--- src/sv/lpc_pkg.sv ---
// Shared types and constants for the Langford pairing counter.
// No dependencies; compiled first.
`default_nettype none

package lpc_pkg;

    localparam int DEF_MAX_PAIRS    = 16;
    localparam int DEF_PREFIX_PAIRS = 3;

    localparam int POS_W   = 5;    // input position field width
    localparam int NCFG_W  = 5;    // pair_count register width
    localparam int COUNT_W = 32;   // solution count width
    localparam int PFX_MAX = 3;    // prefix fields present on the input channel
    localparam int PFX_IDX_W = 2;

    localparam logic [NCFG_W-1:0] PAIR_COUNT_RESET = NCFG_W'(16);
    localparam logic [NCFG_W-1:0] PAIR_COUNT_MIN   = NCFG_W'(4);

    typedef struct packed {
        logic [NCFG_W-1:0]              n;
        logic [PFX_MAX-1:0][POS_W-1:0]  pos;   // pos[0] is pair n
    } t_task;

    typedef struct packed {
        logic [COUNT_W-1:0] count;
        logic               rejected;
    } t_result;

endpackage

`default_nettype wire

--- src/sv/lpc_engine.sv ---
// Backtracking search engine: slot occupancy and pair position memories
// plus the sequencer that places, scans and lifts pairs. Depends on lpc_pkg.
`default_nettype none

module lpc_engine import lpc_pkg::*; #(
    parameter int MAX_PAIRS    = DEF_MAX_PAIRS,
    parameter int PREFIX_PAIRS = DEF_PREFIX_PAIRS
) (
    input  wire logic    i_clk,
    input  wire logic    i_rst_n,
    input  wire logic    i_start,
    input  wire t_task   i_task,
    output logic         o_idle,
    input  wire logic    i_res_ready,
    output logic         o_done,
    output t_result      o_result
);

    localparam int SLOTS = 2 * MAX_PAIRS;
    localparam int SA_W  = $clog2(SLOTS);
    localparam int PA_W  = $clog2(MAX_PAIRS);
    localparam int PV_W  = ($clog2(SLOTS + 1) > POS_W) ? $clog2(SLOTS + 1) : POS_W;
    localparam int LV_W  = $clog2(MAX_PAIRS + 1);
    localparam int DEPTH = (PREFIX_PAIRS > PFX_MAX) ? PFX_MAX :
                           ((PREFIX_PAIRS < 1) ? 1 : PREFIX_PAIRS);

    typedef enum logic [3:0] {
        S_IDLE, S_CLEAR, S_PF_RD, S_PF_CHK, S_PUT_A, S_PUT_B, S_LVL, S_POS,
        S_LIFT_A, S_LIFT_B, S_SCAN_RD, S_SCAN_CHK, S_DONE
    } t_state;

    t_state                      r_state;
    logic [NCFG_W-1:0]           r_n;
    logic [PFX_MAX-1:0][POS_W-1:0] r_pos_in;
    logic [PFX_IDX_W-1:0]        r_idx;
    logic [LV_W-1:0]             r_top;
    logic [LV_W-1:0]             r_level;
    logic [LV_W-1:0]             r_k;
    logic [PV_W-1:0]             r_p;
    logic [PV_W-1:0]             r_q;
    logic [SA_W-1:0]             r_clr;
    logic [COUNT_W-1:0]          r_cnt;
    logic                        r_rej;
    logic                        r_in_search;

    // memories, registered read
    logic                        r_slot_mem [SLOTS];
    logic [PV_W-1:0]             r_pos_mem  [MAX_PAIRS];
    logic                        r_slot_rd_a;
    logic                        r_slot_rd_b;
    logic [PV_W-1:0]             r_pos_rd;

    logic                        slot_we;
    logic [SA_W-1:0]             slot_wa;
    logic                        slot_wd;
    logic [SA_W-1:0]             slot_ra_a;
    logic [SA_W-1:0]             slot_ra_b;
    logic                        pos_we;
    logic [PA_W-1:0]             pos_wa;
    logic [PV_W-1:0]             pos_wd;
    logic [PA_W-1:0]             pos_ra;

    logic [PV_W-1:0]             n_w;
    logic [PV_W-1:0]             k_w;
    logic [PV_W-1:0]             bnd;
    logic [PV_W-1:0]             lim;
    logic                        halve;

    // bound on the first position of pair k; halved on the mirror pair
    always_comb begin
        n_w   = PV_W'(r_n);
        k_w   = PV_W'(r_k);
        bnd   = (n_w << 1) - PV_W'(1) - k_w;
        halve = (!r_n[0] && (k_w == n_w - PV_W'(1))) || (r_n[0] && (k_w == n_w));
        lim   = halve ? (bnd >> 1) : bnd;
    end

    always_comb begin
        slot_we   = 1'b0;
        slot_wa   = SA_W'(r_p - PV_W'(1));
        slot_wd   = 1'b0;
        pos_we    = 1'b0;
        pos_wa    = PA_W'(r_k - LV_W'(1));
        pos_wd    = '0;
        slot_ra_a = SA_W'(r_p - PV_W'(1));
        slot_ra_b = SA_W'(r_p + k_w);
        pos_ra    = PA_W'(r_level - LV_W'(1));
        unique case (r_state)
            S_CLEAR: begin
                slot_we = 1'b1;
                slot_wa = r_clr;
                pos_we  = (32'(r_clr) < MAX_PAIRS);
                pos_wa  = PA_W'(r_clr);
            end
            S_PUT_A: begin
                slot_we = 1'b1;
                slot_wd = 1'b1;
            end
            S_PUT_B: begin
                slot_we = 1'b1;
                slot_wa = SA_W'(r_p + k_w);
                slot_wd = 1'b1;
                pos_we  = 1'b1;
                pos_wd  = r_p;
            end
            S_LIFT_A: begin
                slot_we = 1'b1;
                slot_wa = SA_W'(r_q - PV_W'(1));
            end
            S_LIFT_B: begin
                slot_we = 1'b1;
                slot_wa = SA_W'(r_q + k_w);
                pos_we  = 1'b1;
            end
            default: begin
            end
        endcase
    end

    always_ff @(posedge i_clk) begin
        if (slot_we) begin
            r_slot_mem[slot_wa] <= slot_wd;
        end
        if (pos_we) begin
            r_pos_mem[pos_wa] <= pos_wd;
        end
        r_slot_rd_a <= r_slot_mem[slot_ra_a];
        r_slot_rd_b <= r_slot_mem[slot_ra_b];
        r_pos_rd    <= r_pos_mem[pos_ra];
    end

    always_ff @(posedge i_clk) begin
        if (!i_rst_n) begin
            r_state     <= S_IDLE;
            r_rej       <= 1'b0;
            r_cnt       <= '0;
            r_in_search <= 1'b0;
        end else begin
            unique case (r_state)
                S_IDLE: begin
                    if (i_start) begin
                        r_n      <= i_task.n;
                        r_pos_in <= i_task.pos;
                        r_top    <= LV_W'(i_task.n) - LV_W'(DEPTH);
                        r_clr    <= '0;
                        r_cnt    <= '0;
                        r_rej    <= 1'b0;
                        r_state  <= S_CLEAR;
                    end
                end
                S_CLEAR: begin
                    if (r_clr == SA_W'(SLOTS - 1)) begin
                        r_idx   <= '0;
                        r_k     <= LV_W'(r_n);
                        r_p     <= PV_W'(r_pos_in[0]);
                        r_state <= S_PF_RD;
                    end else begin
                        r_clr <= r_clr + SA_W'(1);
                    end
                end
                S_PF_RD: begin
                    if (r_p == '0 || r_p > lim) begin
                        r_rej   <= 1'b1;
                        r_state <= S_DONE;
                    end else begin
                        r_state <= S_PF_CHK;
                    end
                end
                S_PF_CHK: begin
                    if (r_slot_rd_a || r_slot_rd_b) begin
                        r_rej   <= 1'b1;
                        r_state <= S_DONE;
                    end else begin
                        r_in_search <= 1'b0;
                        r_state     <= S_PUT_A;
                    end
                end
                S_PUT_A: begin
                    r_state <= S_PUT_B;
                end
                S_PUT_B: begin
                    if (r_in_search) begin
                        r_level <= r_level - LV_W'(1);
                        r_state <= S_LVL;
                    end else if (r_idx == PFX_IDX_W'(DEPTH - 1)) begin
                        r_level <= r_top;
                        r_state <= S_LVL;
                    end else begin
                        r_idx   <= r_idx + PFX_IDX_W'(1);
                        r_k     <= r_k - LV_W'(1);
                        r_p     <= PV_W'(r_pos_in[r_idx + PFX_IDX_W'(1)]);
                        r_state <= S_PF_RD;
                    end
                end
                S_LVL: begin
                    if (r_level == '0 || r_level > r_top) begin
                        r_state <= S_DONE;
                    end else begin
                        r_k     <= r_level;
                        r_state <= S_POS;
                    end
                end
                S_POS: begin
                    r_q <= r_pos_rd;
                    if (r_pos_rd != '0) begin
                        r_p     <= r_pos_rd + PV_W'(1);
                        r_state <= S_LIFT_A;
                    end else begin
                        r_p     <= PV_W'(1);
                        r_state <= S_SCAN_RD;
                    end
                end
                S_LIFT_A: begin
                    r_state <= S_LIFT_B;
                end
                S_LIFT_B: begin
                    r_state <= S_SCAN_RD;
                end
                S_SCAN_RD: begin
                    if (r_p > lim) begin
                        r_level <= r_level + LV_W'(1);
                        r_state <= S_LVL;
                    end else begin
                        r_state <= S_SCAN_CHK;
                    end
                end
                S_SCAN_CHK: begin
                    if (!r_slot_rd_a && !r_slot_rd_b) begin
                        if (r_k == LV_W'(1)) begin
                            // last pair fits: count it; place and lift cancel out
                            if (r_cnt != '1) begin
                                r_cnt <= r_cnt + COUNT_W'(1);
                            end
                            r_level <= r_level + LV_W'(1);
                            r_state <= S_LVL;
                        end else begin
                            r_in_search <= 1'b1;
                            r_state     <= S_PUT_A;
                        end
                    end else begin
                        r_p     <= r_p + PV_W'(1);
                        r_state <= S_SCAN_RD;
                    end
                end
                S_DONE: begin
                    if (i_res_ready) begin
                        r_state <= S_IDLE;
                    end
                end
                default: begin
                    r_state <= S_IDLE;
                end
            endcase
        end
    end

    assign o_idle            = (r_state == S_IDLE);
    assign o_done            = (r_state == S_DONE) && i_res_ready;
    assign o_result.count    = r_rej ? '0 : r_cnt;
    assign o_result.rejected = r_rej;

    a_level_in_range: assert property (@(posedge i_clk) disable iff (!i_rst_n)
        (r_state == S_POS) |-> (r_level != '0 && r_level <= r_top && r_k == r_level))
        else $error("search level out of range at position read");

    a_scan_within_bound: assert property (@(posedge i_clk) disable iff (!i_rst_n)
        (r_state == S_SCAN_CHK) |-> (r_p != '0 && r_p <= lim))
        else $error("scan candidate beyond bound");

    a_place_after_check: assert property (@(posedge i_clk) disable iff (!i_rst_n)
        (r_state == S_PUT_A) |-> ($past(r_state) == S_PF_CHK || $past(r_state) == S_SCAN_CHK))
        else $error("pair placed without a free-slot check");

    a_reject_zero: assert property (@(posedge i_clk) disable iff (!i_rst_n)
        o_done |-> (!o_result.rejected || o_result.count == '0))
        else $error("rejected prefix with nonzero count");

endmodule

`default_nettype wire

--- config.mk ---
export PLATFORM = sky130hd
export DESIGN_NAME = lpc_engine
export DESIGN_NICKNAME = d
export VERILOG_FILES = /design/src/sv/lpc_pkg.sv /design/src/sv/lpc_engine.sv
export SDC_FILE = /design/constraint.sdc
export NUM_CORES = 1
export LEC_CHECK = 0
export ABC_AREA = 1
export BUFFER_PORTS_ARGS = -buffer_cell sky130_fd_sc_hd__buf_2
export CAP_MARGIN = 20
export CORE_MARGIN = 4
export CORE_UTILIZATION = 40
export DETAILED_ROUTE_END_ITERATION = 8
export PLACE_DENSITY_LB_ADDON = 0.12
export SYNTH_ARGS = -nofsm -noshare
export SYNTH_HDL_FRONTEND = slang
export SYNTH_SLANG_ARGS = --single-unit
--- constraint.sdc ---
create_clock -name i_clk -period 3.4 [get_ports i_clk]
set_clock_uncertainty 0.1 [all_clocks]
set_input_delay 0.17 -clock i_clk [delete_from_list [all_inputs] [get_ports i_clk]]
set_output_delay 0.17 -clock i_clk [all_outputs]
set_load 0.005 [all_outputs]
==> flow_metrics.env, run 1 <==
export IMPL_core_sq_mm=0.0307
export IMPL_yosys_warnings=0
export IMPL_cp_arrival_ns=3.34
export IMPL_slew_headroom=0.474
export IMPL_p_per_area_mw_per_mm2=611
export IMPL_max_cap_violations=0
export IMPL_layout_drive_gt1_share=0.119
export IMPL_ys_seq_elements=227
export IMPL_antenna_found_initial=0
export IMPL_whs_path_depth=3
export IMPL_areaGrowthSynthToFinish_pct=16.8
export IMPL_synth_area_sq_mm=0.0125
export IMPL_max_stage_delay_ns=0.43
export IMPL_clock_sinks=227
export IMPL_gp_congestion=0.933
export IMPL_met1_usage=0.282
export IMPL_clkLatencyLatePin_ns=0.54
export IMPL_grt_busiest_layer="met2"
export IMPL_min_path_type="input pin to flop"
export IMPL_worstSetupPathType="flop to flop"
export IMPL_maxSlewViolCount=0
export IMPL_cts_root_buffer_cell="clkbuf_16"
export IMPL_cp_end_kind="flop"
export IMPL_ant_nets=0
export IMPL_firstDrtPassIters=5
export IMPL_syn_inst=1475
export IMPL_dp_cells=1932
export IMPL_setup_violations=0
export IMPL_fin_nets=1656
export IMPL_fmax_mhz=314
export IMPL_p_total_mw=8.89
export IMPL_synthArstFlopShare=0
export IMPL_hpwl_um=24100
export IMPL_routed_via_density=5.15
export IMPL_io_buffer_count=58
export IMPL_synth_cell_type_count=51
export IMPL_yosys_top_cells_area="edfxtp_1, nor2_1, nand2_1, dfxtp_1, inv_1"
export IMPL_path_cells="buf_6 -> inv_1 -> ha_1 -> xnor2_1 -> nor3_1 -> nand4_1 -> nand2_2 -> buf_4 -> nand2_1 -> o21ai_1 -> ha_1 -> nand2_1 -> nor2_4 -> nand3_1 -> nand2_2 -> nand2_2 -> inv_1 -> nor3_2 -> buf_4"
export IMPL_fin_crit_sh=0.936
export IMPL_start_util=0.406
export IMPL_n_antenna_cell=0
export IMPL_cts_path_max_buffers=3
export IMPL_drt_iter0_markers=694
export IMPL_syn_nets=1540
export IMPL_yosysTopAreaCell="edfxtp_1"
export IMPL_grt_pass1_vias=9689
export IMPL_die_height_um=185
export IMPL_cts_inserted_buffers=26
export IMPL_grt_use_met2=0.310
export IMPL_crit_fanout=6
export IMPL_startpoint_type="flop"
export IMPL_grt_pass1_wl_um=53200
export IMPL_wl_um=33700
export IMPL_route_detailed_drc=0
export IMPL_tritoncts="built"
export IMPL_num_rows=64
export IMPL_clkTransAtPathRegs_ns=0.06
export IMPL_synth_ff_type="edfxtp_1"
export IMPL_grtUsageTotal=0.196
export IMPL_synth_top_area_share=0.436
export IMPL_p_leak_nw=5.70
export IMPL_overflow=0
export IMPL_layout_min_cycle_time_ns=3.18
export IMPL_critPathRequiredTime_ns=3.55
export IMPL_crit_top_cell="nand2_2"
export IMPL_htreeDepth=1
export IMPL_worstMarginPinSlew_ns=0.784
export IMPL_layoutNonFillerInstCount=2007
export IMPL_fill_cells=2994
export IMPL_pin_count=59
export IMPL_grt_met3_usage=0.0326
export IMPL_r2r_worst_path_cells=19
export IMPL_num_vias=10334
export IMPL_hold_violations=0
export IMPL_routedWlPerCell_um=16.8
export IMPL_die_w_um=185
export IMPL_status="completed"
export IMPL_grt_max_degree=52
export IMPL_ir_drop_v=0.000402
export IMPL_cp_slowest_cell="edfxtp_1"
export IMPL_fp_dieArea_sq_mm=0.0340
export IMPL_synth_edf_count=181
export IMPL_ys_seq_area_frac=0.510
export IMPL_synth_avg_cell_area_sq_um=8.45
flip-flops by register name, summed over array words and instances, names as in the netlist:
name / cells
r_pos_in: 15
r_slot_rd_a: 1
r_pos_rd: 6
r_in_search: 1
r_n: 5
r_cnt: 32
r_pos_mem: 96
r_slot_rd_b: 1
r_clr: 5
r_k: 5
r_rej: 1
r_p: 6
r_top: 5
r_idx: 2
r_slot_mem: 32
r_level: 5
r_q: 5
r_state: 4
timing repair:
| item | 4_1_cts | 5_1_grt |
|---|---|---|
| hold buffers | 21 | 0 |
| hold endpoints to repair | 28 | 0 |
| resized for setup | 0 | 11 |
| buffers inserted | 0 | 5 |
| setup endpoints to repair | 0 | 8 |
routing by layer:
layer	up-vias	wire, um
li1	5213	-
met1	4794	15400
met3	46	2220
met5	-	0
met4	0	803
met2	281	15300
cells in the final DEF, fill, tap and decap left out, types with 7 or more instances in the layout:
| cell | netlist | routed |
|---|---|---|
| nor2_1 | 300 | 299 |
| nand2_1 | 269 | 265 |
| edfxtp_1 | 181 | 181 |
| inv_1 | 150 | 150 |
| nand3_1 | 109 | 108 |
| o21ai_0 | 93 | 92 |
| a21oi_1 | 69 | 69 |
| buf_2 | 5 | 58 |
| buf_4 | 3 | 53 |
| dfxtp_1 | 46 | 46 |
| ha_1 | 38 | 38 |
| clkbuf_16 | 0 | 26 |
| xor2_1 | 24 | 24 |
| dlygate4sd3_1 | 0 | 21 |
| o32ai_1 | 18 | 18 |
| o211ai_1 | 16 | 16 |
| nor3_1 | 17 | 15 |
| o221ai_1 | 12 | 12 |
| nand4_1 | 12 | 12 |
| clkinv_1 | 5 | 10 |
| nand2_2 | 6 | 10 |
| xnor2_1 | 8 | 8 |
| inv_2 | 7 | 7 |
| clkbuf_1 | 33 | 7 |
Yosys cell counts, types with 7 or more instances:
| library cell | count |
|---|---|
| nand4_1 | 12 |
| nand3_1 | 109 |
| o221ai_1 | 12 |
| nor3_1 | 17 |
| inv_2 | 7 |
| xnor2_1 | 8 |
| o211ai_1 | 16 |
| nor2_1 | 300 |
| clkbuf_1 | 33 |
| ha_1 | 38 |
| edfxtp_1 | 181 |
| o32ai_1 | 18 |
| xor2_1 | 24 |
| nand2_1 | 269 |
| inv_1 | 150 |
| dfxtp_1 | 46 |
| a21oi_1 | 69 |
| o21ai_0 | 93 |
worst paths after layout:
| path | startpoint | to | slack [ns] |
|---|---|---|---|
| worst min register to register | r_cnt[3] | r_cnt[3] | 0.38 |
| worst min-delay path | i_start | r_clr[4] | 0.13 |
| worst max-delay path | r_n[0] | r_level[1] | 0.22 |
| worst max register to register | r_n[0] | r_level[1] | 0.22 |
stage by stage:
| stage | hold WS, ns | area [sq um] | setup TNS [ns] | util | worst slack (ns) |
|---|---|---|---|---|---|
| floorplan | 0.168 | 12500 | 0 | - | 0.00183 |
| global placement | 0.248 | 13400 | 0 | 0.437 | 0.124 |
| detailed placement | 0.248 | 13400 | 0 | 0.437 | 0.104 |
| CTS | 0.0704 | 14500 | 0 | 0.471 | 0.0603 |
| global route | 0.133 | 14600 | -0.137 | 0.474 | -0.0285 |
| finish | 0.132 | 14600 | 0 | 0.474 | 0.217 |
worst max-delay path, delay by kind of cell (launching register included):
family	cells	cell delay, ns
buf+inv	5	0.58
compound gates	1	0.09
flops	1	0.43
xor+xnor	1	0.13
fa+ha+maj	2	0.49
simple gates	10	1.08
report_power, final:
part / switching [mW] / total (mW) / internal, mW
sequential: 0.154 / 3.45 / 3.30
clock: 1.13 / 2.76 / 1.63
combinational: 1.84 / 2.67 / 0.829
total: 3.12 / 8.89 / 5.76
area by class of cell:
type | count | area (sq um) | share of cell area
Clock inverter | 15 | 158 | 0.0108
Clock buffer | 33 | 677 | 0.0465
Tap cell | 396 | 495 | 0.0340
Timing Repair Buffer | 134 | 937 | 0.0644
Inverter | 162 | 608 | 0.0418
Multi-Input combinational cell | 1040 | 5320 | 0.366
Sequential cell | 227 | 6360 | 0.437
cell families after synthesis:
group	after synthesis	share of synthesized area
and+or+nand+nor	736	0.248
DFF	227	0.510
AOI/OAI and AO/OA	225	0.106
buffers and inverters	208	0.0660
adders and majority gates	41	0.0430
xor gates and xnor gates	32	0.0225
muxes	6	0.00482
Note: power is estimated with default switching activity, not from simulation.
==> run 2, diff against run 1 <==
Settings changed: RECOVER_POWER set to 50.
Clock period 3.4 ns to 3.9 ns, I/O delays scaled along.
==> run 2 against run 1 <==
  * The flow now finishes with violations (max-capacitance violations, max-slew violations)
  * Critical path depth decreased by 2
  * Combinational power decreased by 18%
  * Clock power decreased by 14%
  * Fmax decreased by 9.0%
  * Clock-buffer cell count decreased by 1
  * Register-to-register slack improved by 0.18 ns
  * Wire length increased by 0.20%
  * Via count decreased by 1.5%
  * First-iteration DRC count decreased by 8.5%
  * Critical path type unchanged
  * Largest cell class unchanged
==> flow_metrics.env, run 2 (synthesis gave the netlist of run 1 again) <==
export IMPL_worstSetupPathType="flop to flop"
export IMPL_die_w_um=185
export IMPL_whs_path_depth=5
export IMPL_overflow=0
export IMPL_p_total_mw=7.63
export IMPL_max_stage_delay_ns=0.42
export IMPL_status="complete, but fails checks"
export IMPL_num_rows=64
export IMPL_cp_slowest_cell="edfxtp_1"
export IMPL_cts_root_buffer_cell="clkbuf_16"
export IMPL_setup_violations=0
export IMPL_path_cells="inv_1 -> ha_1 -> fa_1 -> nand3_1 -> nand2_1 -> xor2_1 -> or2_2 -> ha_1 -> nand2_1 -> nor2_1 -> nand2_1 -> nand3_1 -> nand2_1 -> nand2_1 -> inv_1 -> nor3_1 -> buf_4"
export IMPL_hp_start="i_start"
export IMPL_routed_via_density=5.14
export IMPL_fin_crit_sh=0.897
export IMPL_critPathLaunch="r_k[1]"
export IMPL_clock_sinks=227
export IMPL_layout_commonest_cell="nor2_1"
export IMPL_crit_fanout=6
export IMPL_worst_slack_ns=0.400
export IMPL_fill_cells=3060
export IMPL_r2r_setup_slack_ns=0.40
export IMPL_tritoncts="built"
export IMPL_gp_congestion=0.924
export IMPL_fin_util=0.463
export IMPL_clkLatencyLatePin_ns=0.55
export IMPL_drt_iter0_markers=635
export IMPL_firstDrtPassIters=5
export IMPL_rsz0062_at_grt="no"
export IMPL_setup_tns_ns=0
export IMPL_wl_um=33800
export IMPL_num_vias=10180
export IMPL_fmax_mhz=286
export IMPL_top_register="r_pos_mem"
export IMPL_r2r_start="r_k[1]"
export IMPL_slew_headroom=-0.00437
export IMPL_die_height_um=185
export IMPL_hpwl_um=24000
export IMPL_hold_violations=0
export IMPL_areaGrowthSynthToFinish_pct=13.9
export IMPL_cts_inserted_buffers=26
export IMPL_crit_top_cell="nand2_1"
export IMPL_worstMarginPinSlew_ns=1.51
export IMPL_reg_top3="r_pos_mem x96, r_cnt x32, r_slot_mem x32"
export IMPL_layout_drive_gt1_share=0.0695
export IMPL_route_detailed_drc=0
export IMPL_clkTransAtPathRegs_ns=0.07
export IMPL_cp_end_kind="flop"
export IMPL_grt_pass1_vias=9820
export IMPL_start_util=0.406
export IMPL_ant_nets=0
export IMPL_fp_dieArea_sq_mm=0.0340
export IMPL_whs_ns=0.104
export IMPL_ctsResizeCount=0
export IMPL_grt_max_degree=52
export IMPL_cts_path_max_buffers=3
export IMPL_pin_count=59
export IMPL_startpoint_type="flop"
export IMPL_maxSlewViolCount=25
export IMPL_min_to="r_state[1]"
export IMPL_core_sq_mm=0.0307
export IMPL_p_per_area_mw_per_mm2=538
export IMPL_layout_min_cycle_time_ns=3.50
export IMPL_critPathRequiredTime_ns=4.07
export IMPL_antenna_found_initial=0
export IMPL_pre_cts_slack_ns=0.285
export IMPL_min_path_type="input pin to flop"
export IMPL_cp_arrival_ns=3.67
export IMPL_io_buffer_count=58
export IMPL_grt_pass1_wl_um=53900
export IMPL_largest_reg_flops=96
export IMPL_p_leak_nw=5.38
export IMPL_htreeDepth=1
export IMPL_r2r_end="r_level[1]"
export IMPL_final_cell_mix="nor2_1, nand2_1, edfxtp_1"
export IMPL_routedWlPerCell_um=17.1
export IMPL_grtUsageTotal=0.198
export IMPL_r2r_worst_path_cells=17
export IMPL_violations="max-capacitance violations, max-slew violations"
export IMPL_fin_nets=1628
export IMPL_ir_drop_v=0.000364
export IMPL_max_cap_violations=1
run 2: cell count changes in the layout (fill, tap and decap cells not counted), moves of 4 or more:
cell      change
nand2_1       +6
nand2_2       -6
buf_4        -35
clkbuf_2      +4
clkbuf_1     +38
buf_2        -36
run 2: final cells by class:
type | instances | area (sq um) | share of cell area
Timing Repair Buffer | 106 | 629 | 0.0443
Antenna cell | 1 | 2.50 | 0.000176
Sequential cell | 227 | 6360 | 0.448
Tap cell | 396 | 495 | 0.0349
Clock inverter | 16 | 138 | 0.00970
Multi-Input combinational cell | 1040 | 5270 | 0.371
Clock buffer | 32 | 693 | 0.0488
Inverter | 162 | 608 | 0.0428
run 2: worst max-delay path by stage:
stage	to	slack, ns	cells past startpoint
6_report	r_level[1]	0.40	17
5_1_grt	r_level[1]	0.02	17
4_1_cts	r_level[1]	0.27	17
3_5_place_dp	r_level[1]	0.29	17
3_3_place_gp	r_level[2]	0.39	17
2_1_floorplan	r_level[0]	0.50	16
run 2: per-stage QoR:
stage / instance area, sq um / cells
floorplan: 12500 / 1475
global placement: 13200 / 1908
detailed placement: 13200 / 1908
CTS: 14300 / 1977
global route: 14200 / 1979
finish: 14200 / 1980
run 2: worst max-delay path: cells and delay by family (launching register included):
family        cells  cell delay [ns]
xor+xnor          1             0.15
buf+inv           3             0.41
simple gates     10             1.19
flops             1             0.42
fa+ha+maj         3             0.94
run 2: what timing repair did:
item                                    in CTS  in global routing
setup buffers                                0                  1
hold buffers                                21                  0
endpoints found under the setup margin       0                  5
endpoints found under the hold margin       28                  0
run 2: routing by layer:
metal | up-vias | global-route usage | share of wire
li1 | 5166 | - | -
met1 | 4716 | 0.291 | 0.48
met2 | 245 | 0.313 | 0.44
met3 | 53 | 0.0251 | 0.054
met4 | 0 | 0.0485 | 0.027
met5 | - | 0 | 0
run 2: power breakdown:
| part | total, mW | leakage (nW) | internal (mW) | switching, mW |
|---|---|---|---|---|
| Combinational | 2.20 | 3.00 | 0.630 | 1.57 |
| Sequential | 3.04 | 1.97 | 2.88 | 0.160 |
| Clock | 2.38 | 0.412 | 1.39 | 0.992 |
==> run 3, diff against run 2 <==
Settings changed: ABC_AREA 1 to unset.
==> run 3 against run 2 <==
  * The run now ends clean
  * Global-route usage shrank 1.7 points
  * Sequential cell count unchanged
  * Via count down 21%
  * Critical path depth decreased by 1
  * First-iteration DRC count rose by 6.6%
  * Hold slack lost 0.027 ns
  * Clock-buffer cell count decreased by 4
  * Wire length fell by 12%
  * Clock power down 11%
  * Sequential power about the same
  * Critical endpoint is now r_level[2]
  * Largest cell class unchanged
==> flow_metrics.env, run 3 <==
export IMPL_synth_cell_type_count=70
export IMPL_p_sw_mw=2.41
export IMPL_grt_pass1_wl_um=47200
export IMPL_overflow=0
export IMPL_layout_min_cycle_time_ns=3.65
export IMPL_p_total_mw=7.25
export IMPL_fin_crit_sh=0.936
export IMPL_drt_iter0_markers=677
export IMPL_p_seq_frac=0.419
export IMPL_met1_usage=0.259
export IMPL_syn_inst=987
export IMPL_ys_seq_area_frac=0.535
export IMPL_syn_nets=1052
export IMPL_firstDrtPassIters=6
export IMPL_fin_nets=1141
export IMPL_start_util=0.409
export IMPL_io_buffer_count=58
export IMPL_max_stage_delay_ns=0.44
export IMPL_rsz0062_at_grt="no"
export IMPL_crit_top_cell="a21oi_1"
export IMPL_synthTopCellsByCount="edfxtp_1, nor2_1, nand2_1"
export IMPL_cp_slowest_cell="edfxtp_1"
export IMPL_htreeDepth=1
export IMPL_p_per_area_mw_per_mm2=535
export IMPL_die_height_um=180
export IMPL_setup_violations=0
export IMPL_n_antenna_cell=0
export IMPL_pin_count=59
export IMPL_power_frac_clock=0.292
export IMPL_fmax_mhz=274
export IMPL_layout_drive_gt1_share=0.145
export IMPL_critPathRequiredTime_ns=4.03
export IMPL_max_cap_violations=0
export IMPL_status="completed"
export IMPL_critPathBufInv=3
export IMPL_hold_violations=0
export IMPL_routed_via_density=5.44
export IMPL_grt_busiest_layer="met2"
export IMPL_synth_edf_count=181
export IMPL_power_frac_comb=0.289
export IMPL_wl_um=29700
export IMPL_fill_cells=2658
export IMPL_r2r_setup_slack_ns=0.25
export IMPL_reg_top3="r_pos_mem x96, r_cnt x32, r_slot_mem x32"
export IMPL_core_sq_mm=0.0290
export IMPL_clkTransAtPathRegs_ns=0.06
export IMPL_synth_top_area_share=0.458
export IMPL_cp_arrival_ns=3.78
export IMPL_worstSetupPathType="flop to flop"
export IMPL_die_w_um=180
export IMPL_maxSlewViolCount=0
export IMPL_grt_use_met2=0.300
export IMPL_top_register="r_pos_mem"
export IMPL_hp_start="i_res_ready"
export IMPL_clock_sinks=227
export IMPL_layout_commonest_cell="edfxtp_1"
export IMPL_synth_area_sq_mm=0.0119
export IMPL_final_cell_mix="edfxtp_1, nor2_1, nand2_1"
export IMPL_grt_met3_usage=0.0236
export IMPL_num_vias=8045
export IMPL_largest_reg_flops=96
export IMPL_r2r_start="r_n[0]"
export IMPL_cts_root_buffer_cell="clkbuf_16"
export IMPL_min_path_type="input pin to flop"
export IMPL_antenna_found_initial=0
export IMPL_route_detailed_drc=0
export IMPL_areaGrowthSynthToFinish_pct=14.1
export IMPL_pre_cts_slack_ns=0.385
export IMPL_swShare=0.332
export IMPL_grt_pass1_vias=8013
export IMPL_ys_seq_elements=227
export IMPL_yosys_warnings=0
export IMPL_cp_end_kind="flop"
export IMPL_num_rows=62
export IMPL_path_cells="inv_1 -> ha_1 -> nor3b_1 -> a311oi_1 -> a21oi_1 -> nor4_1 -> a21oi_1 -> buf_4 -> mux2i_1 -> ha_1 -> nand4_1 -> o21bai_1 -> a21oi_1 -> a31oi_1 -> nor2_1 -> buf_4"
export IMPL_critPathLaunch="r_n[0]"
export IMPL_synth_avg_cell_area_sq_um=12.0
export IMPL_fp_dieArea_sq_mm=0.0325
export IMPL_clkLatencyLatePin_ns=0.52
export IMPL_ir_drop_v=0.000381
export IMPL_ctsResizeCount=0
export IMPL_cts_path_max_buffers=3
export IMPL_whs_ns=0.0768
export IMPL_worstMarginPinSlew_ns=1.40
export IMPL_gp_congestion=0.887
export IMPL_p_leak_nw=4.63
export IMPL_cts_inserted_buffers=25
export IMPL_yosysTopAreaCell="edfxtp_1"
export IMPL_startpoint_type="flop"
export IMPL_grtUsageTotal=0.181
export IMPL_grt_max_degree=35
export IMPL_setup_tns_ns=0
export IMPL_hpwl_um=20700
export IMPL_synth_ff_type="edfxtp_1"
export IMPL_cp_top_family="compound AO/OA/AOI/OAI gates"
export IMPL_crit_fanout=6
export IMPL_synthArstFlopShare=0
export IMPL_synth_most_common_cell="edfxtp_1"
export IMPL_slew_headroom=0.0636
export IMPL_tritoncts="built"
export IMPL_ant_nets=0
export IMPL_intPower_mw=4.84
export IMPL_worst_slack_ns=0.250
export IMPL_yosys_top_cells_area="edfxtp_1, mux4_2, dfxtp_1, ha_1, nor2_1"
export IMPL_routedWlPerCell_um=20.1
run 3: kinds of logic after synthesis:
kind of cell,Yosys count,synth area share
muxes,66,0.109
adders and majority gates,41,0.0451
xor gates and xnor gates,68,0.0502
AOI/OAI and AO/OA,126,0.0721
buffers and inverters,79,0.0263
DFF,227,0.535
and+or+nand+nor,380,0.162
run 3: power groups by stage:
stage	clock network [mW]	logic [mW]	registers (mW)
after global placement	0	2.06	3.11
after floorplan	0	1.50	3.01
after detailed placement	0	2.05	3.12
final	2.11	2.10	3.04
after global routing	2.27	2.32	3.06
after CTS	2.17	2.08	3.07
run 3: layout make-up:
type	count	area, sq um	area share
Clock buffer	28	637	0.0470
Clock inverter	18	87.6	0.00647
Inverter	32	120	0.00887
Multi-Input combinational cell	681	5200	0.384
Sequential cell	227	6360	0.469
Tap cell	384	480	0.0355
Timing Repair Buffer	109	658	0.0486
run 3: worst paths after layout:
| kind | to | depth (start not counted) |
|---|---|---|
| hold / removal | r_state[2] | 4 |
| setup / recovery | r_level[2] | 16 |
| hold reg to reg | r_q[1] | 0 |
| setup reg to reg | r_level[2] | 16 |
run 3: metrics by stage:
stage | util | area (sq um) | instances
final | 0.467 | 13500 | 1479
after global routing | 0.467 | 13500 | 1479
after CTS | 0.469 | 13600 | 1478
after detailed placement | 0.437 | 12700 | 1411
after global placement | 0.437 | 12700 | 1411
after floorplan | - | 11900 | 987
run 3: worst reg2reg max path: stages, from the launching register on:
cell and delay [ns]:
edfxtp_1 0.44, inv_1 0.09, ha_1 0.22, nor3b_1 0.15
a311oi_1 0.22, a21oi_1 0.07, nor4_1 0.23, a21oi_1 0.11
buf_4 0.17, mux2i_1 0.13, ha_1 0.31, nand4_1 0.13
o21bai_1 0.19, a21oi_1 0.36, a31oi_1 0.16, nor2_1 0.12
buf_4 0.16
run 3: what timing repair did:
action / CTS / global route
hold endpoints to repair: 27 / 0
buffers inserted: 0 / 0
hold buffers: 21 / 0
run 3: per-layer routing:
metal	routed length [um]	vias to the layer above
li1	-	3867
met1	13500	3932
met2	14200	212
met3	1530	34
met4	460	0
met5	0	-
